==> src/rtl/gtq_pkg.sv <==
// Shared types and constants for the grouped team queue.
// No dependencies; every other file imports this package.
`timescale 1ns / 1ps

package gtq_pkg;

  localparam int ELEMENTS = 1024;
  localparam int TEAMS    = 64;
  localparam int EW       = $clog2(ELEMENTS);
  localparam int TW       = $clog2(TEAMS);
  localparam int CW       = $clog2(ELEMENTS + 1);

  typedef logic [EW-1:0] elem_t;
  typedef logic [TW-1:0] team_t;
  typedef logic [CW-1:0] count_t;

  typedef enum logic [1:0] {
    KIND_ASSIGN  = 2'd0,
    KIND_ENQUEUE = 2'd1,
    KIND_DEQUEUE = 2'd2,
    KIND_NONE    = 2'd3
  } kind_t;

  typedef struct packed {
    logic  queued;
    logic  assigned;
    team_t team;
  } member_t;

  typedef struct packed {
    logic load;
    logic clr_step;
    logic asg_wr;
    logic enq_mark;
    logic enq_first;
    logic enq_append;
    logic deq_commit;
    logic deq_head;
  } cmd_t;

  typedef struct packed {
    logic clr_last;
    logic mem_assigned;
    logic mem_queued;
    logic team_busy;
    logic count_zero;
    logic deq_last;
    logic out_free;
  } sts_t;

endpackage

==> src/rtl/gtq_ctrl.sv <==
// Sequencer of the grouped team queue: clearing pass, request decode, command issue.
// Depends on gtq_pkg; drives gtq_dp through cmd_t and reads sts_t.
`timescale 1ns / 1ps

module gtq_ctrl (
  input  logic          clk,
  input  logic          rst_n,
  input  logic          in_valid,
  input  gtq_pkg::kind_t in_kind,
  output logic          in_ready,
  input  gtq_pkg::sts_t sts,
  output gtq_pkg::cmd_t cmd
);
  import gtq_pkg::*;

  typedef enum logic [2:0] {
    S_CLEAR,
    S_IDLE,
    S_ASG,
    S_ENQ,
    S_ENQ_APP,
    S_DEQ,
    S_DEQ_HEAD
  } state_t;

  state_t state_r;
  state_t state_nxt;
  logic   accept;

  assign in_ready = (state_r == S_IDLE);
  assign accept   = in_valid && in_ready;

  always_comb begin
    cmd       = '0;
    state_nxt = state_r;
    unique case (state_r)
      S_CLEAR: begin
        cmd.clr_step = 1'b1;
        if (sts.clr_last) state_nxt = S_IDLE;
      end
      S_IDLE: begin
        if (accept) begin
          cmd.load = 1'b1;
          unique case (in_kind)
            KIND_ASSIGN:  state_nxt = S_ASG;
            KIND_ENQUEUE: state_nxt = S_ENQ;
            KIND_DEQUEUE: state_nxt = sts.count_zero ? S_IDLE : S_DEQ;
            default:      state_nxt = S_IDLE;
          endcase
        end
      end
      S_ASG: begin
        cmd.asg_wr = !sts.mem_queued;
        state_nxt  = S_IDLE;
      end
      S_ENQ: begin
        state_nxt = S_IDLE;
        if (sts.mem_assigned && !sts.mem_queued) begin
          if (sts.team_busy) begin
            cmd.enq_mark = 1'b1;
            state_nxt    = S_ENQ_APP;
          end else begin
            cmd.enq_first = 1'b1;
          end
        end
      end
      S_ENQ_APP: begin
        cmd.enq_append = 1'b1;
        state_nxt      = S_IDLE;
      end
      S_DEQ: begin
        if (sts.out_free) begin
          cmd.deq_commit = 1'b1;
          state_nxt      = sts.deq_last ? S_IDLE : S_DEQ_HEAD;
        end
      end
      S_DEQ_HEAD: begin
        cmd.deq_head = 1'b1;
        state_nxt    = S_IDLE;
      end
      default: state_nxt = S_IDLE;
    endcase
  end

  always_ff @(posedge clk) begin
    if (!rst_n) begin
      state_r <= S_CLEAR;
    end else begin
      state_r <= state_nxt;
    end
  end

  a_commit_free: assert property (@(posedge clk) disable iff (!rst_n)
    cmd.deq_commit |-> sts.out_free)
    else $error("dequeue committed while result register busy");

  a_one_write: assert property (@(posedge clk) disable iff (!rst_n)
    $onehot0({cmd.clr_step, cmd.asg_wr, cmd.enq_mark, cmd.enq_first,
              cmd.enq_append, cmd.deq_commit, cmd.deq_head}))
    else $error("more than one update command in a cycle");

  a_append_after_mark: assert property (@(posedge clk) disable iff (!rst_n)
    (state_r == S_ENQ_APP) |-> $past(cmd.enq_mark))
    else $error("append step reached without tail read");

endmodule

==> config.mk <==
export PLATFORM = sky130hd
export DESIGN_NAME = gtq_ctrl
export DESIGN_NICKNAME = d
export VERILOG_FILES = /design/src/rtl/gtq_pkg.sv /design/src/rtl/gtq_ctrl.sv
export SDC_FILE = /design/constraint.sdc
export NUM_CORES = 1
export LEC_CHECK = 0
export CAP_MARGIN = 20
export CORE_AREA = 5 5 42 44
export CTS_CLUSTER_SIZE = 16
export DETAILED_ROUTE_END_ITERATION = 7
export DIE_AREA = 0 0 47 49
export DONT_BUFFER_PORTS = 1
export HOLD_SLACK_MARGIN = 0.12
export PLACE_DENSITY = 0.35
export RECOVER_POWER = 100
export SETUP_SLACK_MARGIN = 0.15
export SLEW_MARGIN = 10
export SYNTH_ARGS = -nofsm -noshare
export SYNTH_HDL_FRONTEND = slang
export SYNTH_SLANG_ARGS = --single-unit
==> constraint.sdc <==
create_clock -name clk -period 2 [get_ports clk]
set_input_delay 0.1 -clock clk [delete_from_list [all_inputs] [get_ports clk]]
set_output_delay 0.1 -clock clk [all_outputs]
set_load 0.05 [all_outputs]
Word level (Yosys, flattened, before mapping)
Index checks and enable logic that the tools add are counted.

operators by class
  equal/unequal tests = 11
  muxes and demuxes = 21
  reduce and logical (&&, ||, !) cells = 6

operators with widths
  cell                count
  $mux 3              7
  $pmux 3 s4          1
  $mux 1              10
  $eq 3x3->1 const B  3
  $pmux 3 s3          1
  $eq 3x2->1 const B  2
  $mux 2              2
  $ne 2x2->1 const B  2
  $eq 3x1->1 const B  1
  $logic_not 3->1     1
  $reduce_and 3->1    1
  $eq 2x1->1 const B  1
  $eq 2x2->1 const B  1
  $logic_and 1x1->1   2
  $logic_not 2->1     1
  $ne 2x1->1 const B  1
  $logic_not 1->1     1

storage, ports and cells
  bits in registers = 3
  output and inout bits = 9

Longest topological paths before layout
Gate-level depths: netlist of run 1.

  depth in word-level cells = 4
  gate-level depth with buffers = 4
  mapped depth without buffers = 3

Least setup slack after synthesis of run 1
No wires, ideal clock.

  path type = register to output
  start = register state_r[2]
  end = output cmd[5] (netlist bit)
  data arrival time = 2.117 ns
  data required time = 1.900 ns
  setup slack = -0.217 ns
  stages on the path, launching flop included = 3
  path buffers = 1
  cell sequence = dfxtp_1 buf_6 nor4b_1

RTL lines
  item                      RTL line        source
  start: declaration        gtq_ctrl.sv:26  state_t state_r;
  start signal: assignment  gtq_ctrl.sv:89  state_r <= state_nxt;
  end: declaration          gtq_ctrl.sv:12  output gtq_pkg::cmd_t cmd

==> key figures, run 1 <==
Outcome
  – Status: completed

Route
  – Routed Antenna Nets: 0
  – Post-DR wirelength/cell: ~14 µm
  – Via-per-instance ratio: around 5.2
  – DRC viols: 0
  – Final wirelength: 1037 µm
  – Drt first pass iters: 3
  – Vias: 375
  – DRT iter0 DRCs: 4

STA
  – Crit path time final: 1708 ps
  – Slew HR: 0.5998
  – Slew @ Worst Pin: 602.9 ps
  – Peak Freq: between 0.5 and 0.6 GHz
  – Tcrit/Tclk final: 0.8542
  – Endpoints failing setup: 0
  – Final hold slack: roughly 140 ps
  – Clk_skew: about 5.1 ps
  – Final Hold Viols: 0
  – RSZ-0062 raised after global routing: false
  – Max-slew violations: 0
  – Fin Setup TNS: 0 ps

Min path
  – Hold_sp: in_kind[1]
  – HP Class: in -> reg
  – Worst hold path depth: 3
  – Hold EP: state_r[1]

Pwr
  – Tot Pwr: approximately 0.24 mW
  – Seq pwr share: 0.288
  – Switching share of power: 0.3090
  – Leakage power: between 0.2 and 0.25 nW
  – Clock power share: 0.440
  – Pint: between 0.15 and 0.2 mW
  – Peak VDD IR: around 0.00015 V
  – Power per cell area: 481.2 mW/mm²
  – Switching power: 0.07497 mW
  – Combinational power share: 0.271

Synth
  – Post-Syn Instances: 39
  – Xor/xnor cell area share of the yosys netlist: 0
  – Synthesized Nets: 51
  – Seq/Total Area, Yosys: 0.1727
  – Compound-Gate Fraction of Synth Area: 0.2410
  – Warnings, synthesis: 0
  – Post-synthesis mux area share: 0
  – Simple-gate area share of the yosys netlist: 0.4568
  – Mean post-synth cell area: between 8 and 9 µm²
  – Largest family of logic cells by synthesized area: simple AND/OR/NAND/NOR gates
  – Synthesized area: around 350 µm²
  – Synthesized flop and latch total: 3
  – Adder-Cell Fraction of Synth Area: 0
  – Number of distinct library cells after synthesis: 28

Cells and area
  – Max reg flops: 3
  – Nets: 69
  – Most frequent cells in the layout: 8 x dlygate4sd3_1, 7 x clkbuf_1, 3 x inv_1, 3 x clkbuf_4
  – Area of the multi-input gates: 254.0 µm²
  – Commonest non-fill, non-tap cell in the layout: dlygate4sd3_1
  – FF+latch area: between 60 and 70 µm²
  – Area growth, synth to finish: 44.96%
  – Antenna cells: 0
  – Most flop-heavy register: state_r
  – Number of fill cells: between 150 and 200
  – Layout cells sized above 1: 0.3036
  – Regs by FF count: state_r: 3 flops

Critical path
  – Critical Path AT: between 1500 and 2000 ps
  – RR Endpoint: state_r[0]
  – Crit-path cells: nand4bb_1 > or2_2 > inv_1
  – CP top delay family: simple AND/OR/NAND/NOR gates
  – Worst path buffer plus inverter count: 1
  – Slowest stage delay, CP: between 400 and 500 ps
  – Startpoint types: register
  – Crit path launch: state_r[2]
  – R2r setup slk: between 400 and 500 ps
  – CP Max Fanout: 10
  – Reg2reg path depth: 3
  – Kind of critical path: reg -> out
  – CP Capture Type: output port
  – FF-to-FF Start: state_r[2]
  – Critical Path Slowest Stage Cell: dfxtp_1
  – Req. time, crit path: approximately 1900 ps

Floorplanning
  – Core Rows: 14
  – # IOs: 21
  – Core Area: around 0.0014 mm²
  – Die width: around 47 µm
  – Initial Util: 0.2482
  – Full die area: ~0.0023 mm²
  – Die Ht: 49 µm

Job
  – Max-cap violations: 0

Placed design
  – IO Port Bufs: 0
  – Final HPWL DP: approximately 820 µm
  – Gp weighted congestion: between 0.8 and 0.9

Clock network
  – Clock Path Buffers: 2
  – Clock sink count: 3
  – CTS buffer count: 3
  – CTS tree: built
  – Clock root cell: clkbuf_4
  – Clk Latency, worst-skew pair: 230 ps
  – H-Tree Depth: 1
  – Clk slew on worst S/H paths: about 40 ps

GRT
  – Vias in the first global route: 419
  – Global-route wire length before repair: ~1800 µm
  – Initial antenna violation count: 0
  – Grt total ovfl: 0
  – Largest net degree at the start of global routing: 13
  – GRT Overall Usage: 0.1084
[final cells by class]
type,instances,area share
clock buffers,4,0.05211
inverters,3,0.02233
multi-input cells,30,0.5037
flip-flops and latches,3,0.1241
well taps,16,0.03970
repair buffers,16,0.2581
[power by group through the flow]
stage / clock, mW / sequential (mW) / combinational (mW)
after global routing: 0.120 / 0.0716 / 0.0702
after CTS: 0.112 / 0.0697 / 0.0680
final: 0.107 / 0.0700 / 0.0658
after floorplan: 0 / 0.0645 / 0.0469
after global placement: 0 / 0.0700 / 0.0531
after detailed placement: 0 / 0.0707 / 0.0530
[tightest hold or removal path, stage by stage]
cell       delay (ps)
inv_1              30
a2bb2oi_2         140
a2111oi_2          60
[cells in the mapped netlist (all sizes together)]
cell type / n / area, µm²
buf: 3 / 33.78
nor3b: 2 / 20.02
a2111oi: 1 / 15.01
a21boi: 1 / 7.510
a221oi: 1 / 8.760
nand3: 1 / 5.000
nor4b: 1 / 8.760
and2: 1 / 6.260
nand3b: 1 / 20.02
or2: 2 / 12.51
or3b: 1 / 8.760
a21o: 1 / 7.510
a2bb2oi: 1 / 15.01
inv: 3 / 11.26
o41ai: 1 / 8.760
nand2: 3 / 13.77
o2111ai: 1 / 8.760
a31oi: 2 / 12.51
and3: 1 / 6.260
nor2: 2 / 7.510
nand2b: 1 / 6.260
nor2b: 1 / 6.260
nor3: 3 / 26.28
dfxtp: 3 / 60.06
nand4bb: 1 / 11.26
[kinds of logic after synthesis]
| logic type | count (synthesis) |
|---|---|
| flops | 3 |
| buf+inv | 6 |
| compound gates | 9 |
| simple gates | 21 |
[worst max-delay path by stage]
stage,endpoint,slack [ps],cells past startpoint
floorplan,cmd[7],230,2
global placement,cmd[4],490,3
detailed placement,cmd[4],410,3
CTS,cmd[4],160,3
global route,cmd[4],190,3
finish,cmd[4],290,3
[through the flow]
step / area, µm² / setup WS [ps] / utilization / cells
2_1_floorplan: 354.1 / 225.7 / - / 39
3_3_place_gp: 417.9 / 491.1 / 0.2982 / 60
3_5_place_dp: 417.9 / 410.7 / 0.2982 / 60
4_1_cts: 524.3 / 159.1 / 0.3741 / 72
5_1_grt: 504.2 / 189.2 / 0.3598 / 72
6_report: 504.2 / 291.6 / 0.3598 / 72
[per-layer routing]
| layer | vias to the layer above | track usage | wire length [µm] |
|---|---|---|---|
| met5 | - | 0 | 0 |
| met4 | 0 | 0.08295 | 28 |
| met3 | 2 | 0.02583 | 90 |
| met2 | 17 | 0.1674 | 531 |
| met1 | 177 | 0.1206 | 386 |
| li1 | 179 | - | - |
[timing repair]
action                                 in CTS  in global routing
gates resized for setup                     0                  2
endpoints found under the hold margin       3                  0
setup endpoints to repair                   0                  2
setup buffers                               0                  0
hold buffers                                8                  0
(Power assumes the default switching activity.)
==> inputs of run 2 (changes only) <==
--- a/config.mk
+++ b/config.mk
@@ -15,6 +15,7 @@
 export PLACE_DENSITY = 0.35
 export RECOVER_POWER = 100
 export SETUP_SLACK_MARGIN = 0.15
+export SKIP_CTS_REPAIR_TIMING = 1
 export SLEW_MARGIN = 10
 export SYNTH_ARGS = -nofsm -noshare
 export SYNTH_HDL_FRONTEND = slang
==> constraint.sdc (replaced) <==
create_clock -name clk -period 2 [get_ports clk]
set_input_delay 0.3 -clock clk [delete_from_list [all_inputs] [get_ports clk]]
set_output_delay 0.3 -clock clk [all_outputs]
set_load 0.05 [all_outputs]
==> key figures, run 2 (synthesis results as in run 1) <==
Clock network
  – H-Tree Depth: 1
  – Clock root cell: clkbuf_4
  – Clk slew on worst S/H paths: 30 ps
  – Clk Latency, worst-skew pair: about 230 ps
  – Clock sink count: 3
  – Clock Path Buffers: 2
  – CTS buffer count: 3
  – CTS tree: built

GRT
  – GRT Overall Usage: 0.09437
  – Grt total ovfl: 0
  – Vias in the first global route: between 300 and 400
  – Met1 Resource Use GR: 0.1011
  – M2 GR Usage: 0.1335
  – Largest net degree at the start of global routing: 13
  – GR Layer Usage met3: 0.04059
  – Initial antenna violation count: 0
  – Gr busiest metal: met2
  – Global-route wire length before repair: roughly 1500 µm

Critical path
  – CP Capture Type: output port
  – Critical Path Slowest Stage Cell: dfxtp_1
  – Startpoint types: register
  – Critical Path AT: 1460 ps
  – Slowest stage delay, CP: 450 ps
  – Crit-path cells: clkbuf_1 > and3_1 > clkbuf_2
  – Req. time, crit path: between 1500 and 2000 ps
  – CP Max Fanout: 7
  – Kind of critical path: reg -> out

Route
  – Drt first pass iters: 2
  – Vias: 328
  – DRC viols: 0
  – Routed Antenna Nets: 0
  – Final wirelength: ~940 µm
  – Via-per-instance ratio: just under 5
  – DRT iter0 DRCs: 10
  – Post-DR wirelength/cell: 13.97 µm

Pwr
  – Tot Pwr: roughly 0.22 mW
  – Leakage power: 0.1960 nW
  – Peak VDD IR: around 0.00020 V
  – Power per cell area: around 500 mW/mm²

Floorplanning
  – Die width: around 47 µm
  – Initial Util: 0.2482
  – Full die area: roughly 0.0023 mm²
  – # IOs: 21
  – Die Ht: 49 µm
  – Core Rows: 14
  – Core Area: about 0.0014 mm²

STA
  – Crit path time final: 1759 ps
  – Clk_skew: around 2.9 ps
  – Slew HR: 0.5881
  – Final Hold Viols: 0
  – Endpoints failing setup: 0
  – Slew @ Worst Pin: approximately 620 ps
  – Max-slew violations: 0
  – Peak Freq: around 0.57 GHz
  – Fin Setup TNS: 0 ps
  – Final hold slack: ~210 ps
  – RSZ-0062 raised after global routing: false
  – Tcrit/Tclk final: 0.8797

Cells and area
  – FF+latch area: slightly above 60 µm²
  – Nets: 64
  – Area of the multi-input gates: between 200 and 300 µm²
  – Most flop-heavy register: state_r
  – Max reg flops: 3
  – Number of fill cells: approximately 160
  – Layout cells sized above 1: 0.4314
  – Regs by FF count: state_r: 3 flops
  – Antenna cells: 0
  – Most frequent cells in the layout: 4 x clkbuf_1, 4 x clkbuf_2, 3 x inv_1, 3 x clkbuf_4, 3 x buf_4
  – Area growth, synth to finish: 28.06%

Placed design
  – IO Port Bufs: 0
  – Final HPWL DP: roughly 770 µm
  – Gp weighted congestion: roughly 0.8

Job
  – Max-cap violations: 0

Outcome
  – Status: completed

Min path
  – HP Class: in -> reg
## run 2: changes by cell type in the layout (fill, tap and decap cells not counted), moves of 2 or more
cell	delta
buf_4	+2
clkbuf_1	-3
clkbuf_2	+4
dlygate4sd3_1	-8
## run 2: metrics by stage
step / setup WS [ps] / instances / area (µm²) / utilization
final: 240.7 / 67 / 445.4 / 0.3179
after detailed placement: 363.9 / 63 / 445.4 / 0.3179
after floorplan: 25.68 / 39 / 364.1 / -
after global routing: 128.5 / 67 / 445.4 / 0.3179
after global placement: 398.7 / 63 / 445.4 / 0.3179
after CTS: 103.1 / 67 / 471.7 / 0.3366
## run 2: per-layer routing
| metal | vias to the layer above | part of all wire |
|---|---|---|
| li1 | 169 | - |
| met1 | 146 | 0.35 |
| met2 | 13 | 0.52 |
| met3 | 0 | 0.13 |
| met4 | 0 | 0 |
| met5 | - | 0 |
## run 2: area by class of cell
class	count	area share
Tap cell	16	0.04494
Inverter	3	0.02528
Clock buffer	4	0.05899
Timing Repair Buffer	11	0.1657
Multi-Input combinational cell	30	0.5674
Sequential cell	3	0.1376
## run 2: power by group
group	switching, mW	total (mW)	internal (mW)
logic	0.0343	0.0534	0.0191
registers	0.00388	0.0661	0.0622
clock network	0.0303	0.105	0.0747
total	0.0684	0.225	0.156
## run 2: final timing paths
check,startpoint,slack [ps],depth (start not counted),to
worst max-delay path,state_r[0],240,3,cmd[1]
worst min-delay path,rst_n,210,2,state_r[0]
worst max register to register,state_r[0],450,4,state_r[1]
worst min register to register,state_r[0],650,2,state_r[0]
## run 2: critical path, delay by kind of cell (launching register included)
kind	cells	cell delay [ps]
buffers and inverters	2	570
DFF	1	450
and+or+nand+nor	1	200
==> inputs of run 3 (changes only) <==
==> constraint.sdc (replaced) <==
create_clock -name clk -period 2 [get_ports clk]
set_input_delay 0.4 -clock clk [delete_from_list [all_inputs] [get_ports clk]]
set_output_delay 0.4 -clock clk [all_outputs]
set_load 0.05 [all_outputs]
==> key figures, run 3 (synthesis results as in run 1) <==
Outcome
  – Status: completed

Cells and area
  – Commonest non-fill, non-tap cell in the layout: clkbuf_2
  – Fin cells: 68
  – Number of fill cells: 168
  – Nets: 65
  – Antenna cells: 0
  – Max reg flops: 3
  – Final Instance Area: roughly 460 µm²
  – Most frequent cells in the layout: 6 x clkbuf_2, 4 x clkbuf_4, 3 x inv_1, 3 x buf_4
  – Layout cells sized above 1: 0.5192
  – Area growth, synth to finish: 33.09%
  – Most flop-heavy register: state_r
  – Area of the multi-input gates: ~260 µm²
  – Regs by FF count: state_r: 3 flops
  – FF+latch area: roughly 63 µm²

Route
  – Vias: 340
  – Post-DR wirelength/cell: between 10 and 15 µm
  – Top sig layer: met3
  – Metal2 WL: roughly 510 µm
  – DRT iter0 DRCs: 3
  – Routed Antenna Nets: 0
  – DRC viols: 0
  – DR WL met3: 119 µm
  – M1 WL: roughly 300 µm
  – Via-per-instance ratio: roughly 5.0
  – Drt first pass iters: 4
  – Final wirelength: a little over 900 µm

Min path
  – HP Class: in -> reg

STA
  – Peak Freq: between 0.5 and 0.6 GHz
  – Clk_skew: between 0.2 and 0.25 ps
  – RSZ-0062 raised after global routing: true
  – Slew @ Worst Pin: approximately 600 ps
  – Crit path time final: about 1900 ps
  – Max-slew violations: 0
  – Final Hold Viols: 0
  – Slew HR: 0.6039
  – Endpoints failing setup: 0
  – Tcrit/Tclk final: 0.9415
  – PnR worst setup slack: approximately 120 ps

GRT
  – Largest net degree at the start of global routing: 10
  – Initial antenna violation count: 0
  – Grt total ovfl: 0
  – Vias in the first global route: 410
  – Global-route wire length before repair: about 1600 µm
  – GRT Overall Usage: 0.09155

Pwr
  – Peak VDD IR: roughly 0.00012 V
  – Leakage power: ~0.20 nW
  – Power per cell area: ~500 mW/mm²

Placed design
  – Final HPWL DP: between 800 and 900 µm
  – Place WS: between 300 and 400 ps
  – IO Port Bufs: 0
  – Gp weighted congestion: 0.7959
  – Dpl cells: 64
  – Cell Area, Placed: 470.5 µm²

Clock network
  – Clk slew on worst S/H paths: 30 ps
  – Clk Latency, worst-skew pair: 230 ps
  – Clock root cell: clkbuf_4
  – CTS buffer count: 3
  – CTS tree: built
  – H-Tree Depth: 1
  – Clock sink count: 3
  – Clock Path Buffers: 2

Critical path
  – Slowest stage delay, CP: around 390 ps
  – R2r setup slk: 290 ps
  – Startpoint types: register
  – Kind of critical path: reg -> out
  – Req. time, crit path: about 1600 ps
  – Critical Path AT: 1480 ps
  – CP Capture Type: output port
  – Critical Path Slowest Stage Cell: dfxtp_1
  – Crit-path cells: nand4bb_1 > or2_2 > inv_1 > clkbuf_4
  – CP Max Fanout: 9

Floorplanning
  – Initial Util: 0.2482
  – Core Area: 0.001401 mm²
  – Die width: between 40 and 50 µm
  – Core Rows: 14
  – Full die area: between 0.002 and 0.0025 mm²
  – Die Ht: 49 µm
  – # IOs: 21

Job
  – Max-cap violations: 0
## run 3: changes by cell type in the layout (fill, tap and decap cells not counted), sizes merged
cell	delta
clkbuf	+1
## run 3: per-stage QoR
stage	utilization	power, mW	TNS, ps	hold WS [ps]
floorplan	-	0.1128	-74.32	522.9
global placement	0.3357	0.1270	0	549.7
detailed placement	0.3357	0.1273	0	545.2
CTS	0.3545	0.2367	0	298.9
global route	0.3304	0.2408	0	299.2
finish	0.3304	0.2263	0	299.5
## run 3: path summary, 6_finish.rpt
kind / start / end / depth (start not counted)
setup / recovery: state_r[2] / cmd[4] / 4
hold / removal: rst_n / state_r[0] / 2
setup reg to reg: state_r[0] / state_r[1] / 5
hold reg to reg: state_r[1] / state_r[0] / 2
## run 3: power by group
part           total [mW]  leakage (nW)  switching, mW  internal, mW
clock network       0.104        0.0150         0.0290        0.0746
registers          0.0666        0.0252        0.00385        0.0627
logic              0.0561         0.165         0.0351        0.0210
total               0.226         0.205         0.0680         0.158
## run 3: worst max-delay path, delay by kind of cell (launching register included)
family,cells,cell delay [ps]
and+or+nand+nor,2,580
DFF,1,390
buffers and inverters,2,280
## run 3: final cells by class
class,count,share of cell area
tap,16,0.04324
clock buffer,4,0.05676
inverter,3,0.02432
multi-input combinational,30,0.5595
sequential,3,0.1351
timing repair buffer,12,0.1811
## run 3: per-layer routing
metal | up-vias | global-route usage
met5 | - | 0
met4 | 0 | 0.07834
met3 | 0 | 0.02214
met2 | 18 | 0.1448
met1 | 150 | 0.09451
li1 | 172 | -
